## src/hw/rtl/bvdm_pkg.sv

```systemverilog
`timescale 1ns / 1ps
// ----------------------------------------------------------------------------
// bvdm_pkg
// Types, codes and constants shared by the valve duty mapper modules.
// ----------------------------------------------------------------------------
package bvdm_pkg;

	localparam int LOG_TABLE_DEPTH_DEF = 256;

	localparam longint unsigned ONE_Q30 = 64'd1073741824;
	localparam longint unsigned LN2_Q30 = 64'd744261118;

	localparam int DIV_NUM_W = 33;
	localparam int DIV_DEN_W = 16;

	localparam logic [2:0] STAT_VALVE_ONE = 3'd0;
	localparam logic [2:0] STAT_VALVE_TWO = 3'd1;
	localparam logic [2:0] STAT_DEAD_ZONE = 3'd2;
	localparam logic [2:0] STAT_DISABLED  = 3'd3;
	localparam logic [2:0] STAT_FAULT     = 3'd4;

	typedef enum logic [2:0] {
		CFG_DEAD_ZONE  = 3'd0,
		CFG_MIN_DUTY   = 3'd1,
		CFG_END_POINT  = 3'd2,
		CFG_MAX_DUTY   = 3'd3,
		CFG_RAMP       = 3'd4,
		CFG_REST_FRAC  = 3'd5,
		CFG_SLEW_LIMIT = 3'd6,
		CFG_ALPHA      = 3'd7
	} cfg_idx_e;

	typedef struct packed {
		logic [15:0] sample;
		logic        sample_fault;
		logic        enable;
	} in_item_t;

	typedef struct packed {
		logic [14:0] duty_first;
		logic [14:0] duty_second;
		logic        relay_on;
		logic [2:0]  status;
	} out_item_t;

	typedef enum logic [4:0] {
		OP_NONE,
		OP_LOAD,
		OP_SLEW,
		OP_EMA_MUL,
		OP_EMA_ADD,
		OP_CLASS,
		OP_LNORM,
		OP_LIDX,
		OP_LDIF,
		OP_LINT,
		OP_EMUL,
		OP_EIDX,
		OP_EDIF,
		OP_EINT,
		OP_LINE,
		OP_DIVGO,
		OP_DUTY,
		OP_DUTY_MAX,
		OP_REST,
		OP_FIN
	} op_e;

	typedef enum logic [4:0] {
		ST_IDLE,
		ST_SLEW,
		ST_EMA_MUL,
		ST_EMA_ADD,
		ST_CLASS,
		ST_LNORM,
		ST_LIDX,
		ST_LDIF,
		ST_LINT,
		ST_EMUL,
		ST_EIDX,
		ST_EDIF,
		ST_EINT,
		ST_LINE,
		ST_DIVGO,
		ST_DIVW,
		ST_DUTY,
		ST_DUTY_MAX,
		ST_REST,
		ST_FIN
	} state_t;

	typedef struct packed {
		op_e op;
	} cmd_t;

	typedef struct packed {
		logic fault;
		logic rest_sel;
		logic degenerate;
		logic pow_trivial;
		logic k_big;
		logic div_done;
	} dp_status_t;

endpackage

```

## src/hw/rtl/bvdm_ctrl.sv

```systemverilog
`timescale 1ns / 1ps
// ----------------------------------------------------------------------------
// bvdm_ctrl
// Sequencer: steps one item through the datapath and runs both handshakes.
// ----------------------------------------------------------------------------
module bvdm_ctrl (
	input  logic                 clk,
	input  logic                 arst_n,
	input  logic                 in_valid,
	output logic                 in_ready,
	output logic                 out_valid,
	input  logic                 out_ready,
	input  bvdm_pkg::dp_status_t st,
	output bvdm_pkg::cmd_t       cmd
);
	import bvdm_pkg::*;

	state_t state_q, state_d;
	logic   out_valid_q;
	logic   fin;

	always_ff @(posedge clk or negedge arst_n) begin
		if (!arst_n) begin
			state_q     <= ST_IDLE;
			out_valid_q <= 1'b0;
		end else begin
			state_q <= state_d;
			if (fin) out_valid_q <= 1'b1;
			else if (out_ready) out_valid_q <= 1'b0;
		end
	end

	always_comb begin
		state_d = state_q;
		cmd.op  = OP_NONE;
		fin     = 1'b0;
		unique case (state_q)
			ST_IDLE: begin
				if (in_valid) begin
					cmd.op  = OP_LOAD;
					state_d = ST_SLEW;
				end
			end
			ST_SLEW: begin
				if (st.fault) begin
					state_d = ST_FIN;
				end else begin
					cmd.op  = OP_SLEW;
					state_d = ST_EMA_MUL;
				end
			end
			ST_EMA_MUL: begin
				cmd.op  = OP_EMA_MUL;
				state_d = ST_EMA_ADD;
			end
			ST_EMA_ADD: begin
				cmd.op  = OP_EMA_ADD;
				state_d = ST_CLASS;
			end
			ST_CLASS: begin
				cmd.op = OP_CLASS;
				priority if (st.rest_sel) state_d = ST_REST;
				else if (st.degenerate) state_d = ST_DUTY_MAX;
				else state_d = ST_LNORM;
			end
			ST_LNORM: begin
				cmd.op  = OP_LNORM;
				state_d = st.pow_trivial ? ST_LINE : ST_LIDX;
			end
			ST_LIDX: begin
				cmd.op  = OP_LIDX;
				state_d = ST_LDIF;
			end
			ST_LDIF: begin
				cmd.op  = OP_LDIF;
				state_d = ST_LINT;
			end
			ST_LINT: begin
				cmd.op  = OP_LINT;
				state_d = ST_EMUL;
			end
			ST_EMUL: begin
				cmd.op  = OP_EMUL;
				state_d = ST_EIDX;
			end
			ST_EIDX: begin
				cmd.op  = OP_EIDX;
				state_d = st.k_big ? ST_LINE : ST_EDIF;
			end
			ST_EDIF: begin
				cmd.op  = OP_EDIF;
				state_d = ST_EINT;
			end
			ST_EINT: begin
				cmd.op  = OP_EINT;
				state_d = ST_LINE;
			end
			ST_LINE: begin
				cmd.op  = OP_LINE;
				state_d = ST_DIVGO;
			end
			ST_DIVGO: begin
				cmd.op  = OP_DIVGO;
				state_d = ST_DIVW;
			end
			ST_DIVW: begin
				if (st.div_done) state_d = ST_DUTY;
			end
			ST_DUTY: begin
				cmd.op  = OP_DUTY;
				state_d = ST_FIN;
			end
			ST_DUTY_MAX: begin
				cmd.op  = OP_DUTY_MAX;
				state_d = ST_FIN;
			end
			ST_REST: begin
				cmd.op  = OP_REST;
				state_d = ST_FIN;
			end
			ST_FIN: begin
				if (!out_valid_q || out_ready) begin
					cmd.op  = OP_FIN;
					fin     = 1'b1;
					state_d = ST_IDLE;
				end
			end
			default: state_d = ST_IDLE;
		endcase
	end

	assign in_ready  = state_q == ST_IDLE;
	assign out_valid = out_valid_q;

endmodule

```

## config.mk

```make
export PLATFORM = sky130hd
export DESIGN_NAME = bvdm_ctrl
export DESIGN_NICKNAME = d
export VERILOG_FILES = /design/src/hw/rtl/bvdm_pkg.sv /design/src/hw/rtl/bvdm_ctrl.sv
export SDC_FILE = /design/constraint.sdc
export NUM_CORES = 1
export LEC_CHECK = 0
export BUFFER_PORTS_ARGS = -buffer_cell sky130_fd_sc_hd__clkbuf_2
export CAP_MARGIN = 25
export CORE_ASPECT_RATIO = 1.1
export CORE_MARGIN = 1.5
export CORE_UTILIZATION = 35
export DETAILED_ROUTE_END_ITERATION = 7
export GPL_ROUTABILITY_DRIVEN = 1
export GPL_TIMING_DRIVEN = 0
export HOLD_SLACK_MARGIN = 0.05
export PLACE_DENSITY_LB_ADDON = 0.2
export SKIP_CTS_REPAIR_TIMING = 1
export SLEW_MARGIN = 40
export SYNTH_ARGS = -nofsm -noshare
export SYNTH_HDL_FRONTEND = slang
export SYNTH_SLANG_ARGS = --single-unit
```

## constraint.sdc

```tcl
create_clock -name clk -period 1.3 [get_ports clk]
set_input_delay 0.26 -clock clk [delete_from_list [all_inputs] [get_ports clk]]
set_output_delay 0.26 -clock clk [all_outputs]
set_load 0.1 [all_outputs]
```

==> results.md <==
- Core area: about 1800 µm²
- Crit start category: flip-flop
- Top-Level Pins: 17
- Initial antenna violation count: 0
- First-pass GRT wire length: 3150 µm
- Root buffer cell: clkbuf_4
- Nets@finish: ~130
- Fmax achieved: 525 MHz
- CTS tree: done
- Diodes inserted: 0
- Minimum clock period: 1.90 ns
- Buf+Inv Stages, Crit Path: 2
- Sequential share of the synthesized area: 0.228
- Yosys Warn Count: 0
- Failing checks: setup timing
- Placer congestion estimate: 0.878
- EDFF count, synth: 0
- Area Growth Syn to Fin: 81.6%
- Layout cell share with drive strength beyond 1: 0.567
- Relative slew slack: 0.779
- Most common cell after layout, fill and taps aside: buf_4
- Final antenna-violating net count: 0
- Most frequent cells in the layout: buf_4, clkbuf_2, buf_6
- Die ar.: 2150 µm²
- Post-Syn Instances: 86
- Max-Cap Viols: 0
- Setup CP Type: flip-flop to primary output
- Buffers on Ports: 16
- Drt wl/cell: approximately 16 µm
- Async S/R FF share, synth: 1.00
- Hold slack: 0.347 ns
- Initial detailed-routing violation count: 25
- Final Skew: 0.00959 ns
- CP max stage delay: 0.44 ns
- Drt first pass iters: 6
- Layout fillers: approximately 140
- Final Worst Setup Slack: -0.603 ns
- Largest net degree at the start of global routing: 11
- Vias in the first global route: 690
- Worst Tran Pin Value: 0.330 ns
- Rows: 16
- Critical-path top delay cell: or3b_4
- Gr ovfl total: 0
- Vias per cell: 5.99
- Post-DP HPWL: between 1000 and 1500 µm
- Final Hold Fails: 0
- Ys flop type: dfrtp_1
- WP data arrival: 1.64 ns
- Max Buffers Root-to-Sink: 2
- Syn avg cell area: 7.67 µm²
- Net count after synthesis: 96
- Final Max Slew Viols: 0
- Critical Path End Type: primary output
- Die Ht: slightly below 50 µm
- Multi-input gate area: about 630 µm²
- Die W: ~44 µm
- HP Class: primary input to flip-flop
- TritonCTS sink count: 6
- Total wire length: 2250 µm
- H-tree depth: 1
- Clk slew on worst S/H paths: 0.05 ns
- Status: finished with violations
- Crit-path max FO: 6
- Final Cycle Share: 1.46
- Critical Path RT: 1.04 ns
- RSZ-0062 raised after global routing: true
- Synthesized cell area: about 660 µm²
- TritonCTS Buffers: 3
- # setup viols final: 10
- Cell count after placement: 120
- Crit-path cells: buf_6 -> or3b_4 -> a21oi_2 -> o21a_4 -> buf_12
- Initial core utilization: 0.370
- Number of synthesized register bits: 6
- Setup WS pre-CTS: -0.629 ns
- Reg area: 156 µm²
- # DRC: 0
- Yosys cell types: 39
- Final core area utilization: 0.672
- Via count: 826
- Non-Filler Instances: 138
- Clock Latency Late Sink: roughly 0.25 ns
- Total GRT Usage: 0.194
- CP top delay family: simple AND/OR/NAND/NOR gates
[Yosys cell counts (3+ instances only)]
master,number,area share
a211o_1,3,0.040
a21oi_1,6,0.046
buf_2,6,0.046
dfrtp_1,6,0.23
nand2_1,6,0.034
nand2b_1,4,0.038
nor2_1,8,0.046
nor2b_1,4,0.038
nor3_1,3,0.023
o21ai_0,3,0.023
o22ai_1,3,0.028
[kinds of logic after synthesis]
group           after synthesis  share of synthesized area
xor+xnor                      2                     0.0266
compound gates               32                      0.343
simple gates                 37                      0.328
buf+inv                       9                     0.0740
flops                         6                      0.228
[metrics by stage]
| step | TNS (ns) | area, µm² |
|---|---|---|
| after CTS | -5.36 | 916 |
| final | -3.86 | 1200 |
| after detailed placement | -3.53 | 890 |
| after global placement | -3.42 | 890 |
| after global routing | -4.42 | 1200 |
| after floorplan | -2.12 | 787 |
[worst register-to-register path: stages, from the launching register on]
cell,delay (ns)
dfrtp_1,0.38
buf_6,0.14
or3b_4,0.44
buf_4,0.17
nor3_4,0.14
a31oi_2,0.08
a31o_1,0.19
[path summary, 6_finish.rpt]
kind                       slack [ns]       start  cells after the start    endpoint
hold reg to reg                  0.62   out_valid                      2   out_valid
min in group asynchronous        0.36      arst_n                      2  state_q[1]
setup reg to reg                -0.35  state_q[3]                      6  state_q[4]
hold / removal                   0.35   out_ready                      3   out_valid
max in group asynchronous        0.76      arst_n                      2  state_q[2]
setup / recovery                -0.60  state_q[3]                      5      cmd[0]
[sequential cells by signal, indices dropped and copies added (netlist names)]
name / flops
state_q: 5
out_valid: 1
[final cells by class]
cell class                      count  area share
Multi-Input combinational cell     71       0.522
Timing Repair Buffer               31       0.239
Sequential cell                     6       0.131
Buffer                              7      0.0637
Clock buffer                        4      0.0219
Tap cell                           18      0.0188
Inverter                            1     0.00313
[layer usage]
metal	wire length, µm	up-vias	GRT usage
li1	-	387	-
met5	0	-	0
met2	1180	31	0.304
met1	917	402	0.253
met4	41	0	0.0808
met3	104	6	0.0410
Power is left out: the tool's default activity adds up to more than one toggle a clock period on the data nets, which glitch-free logic cannot reach.
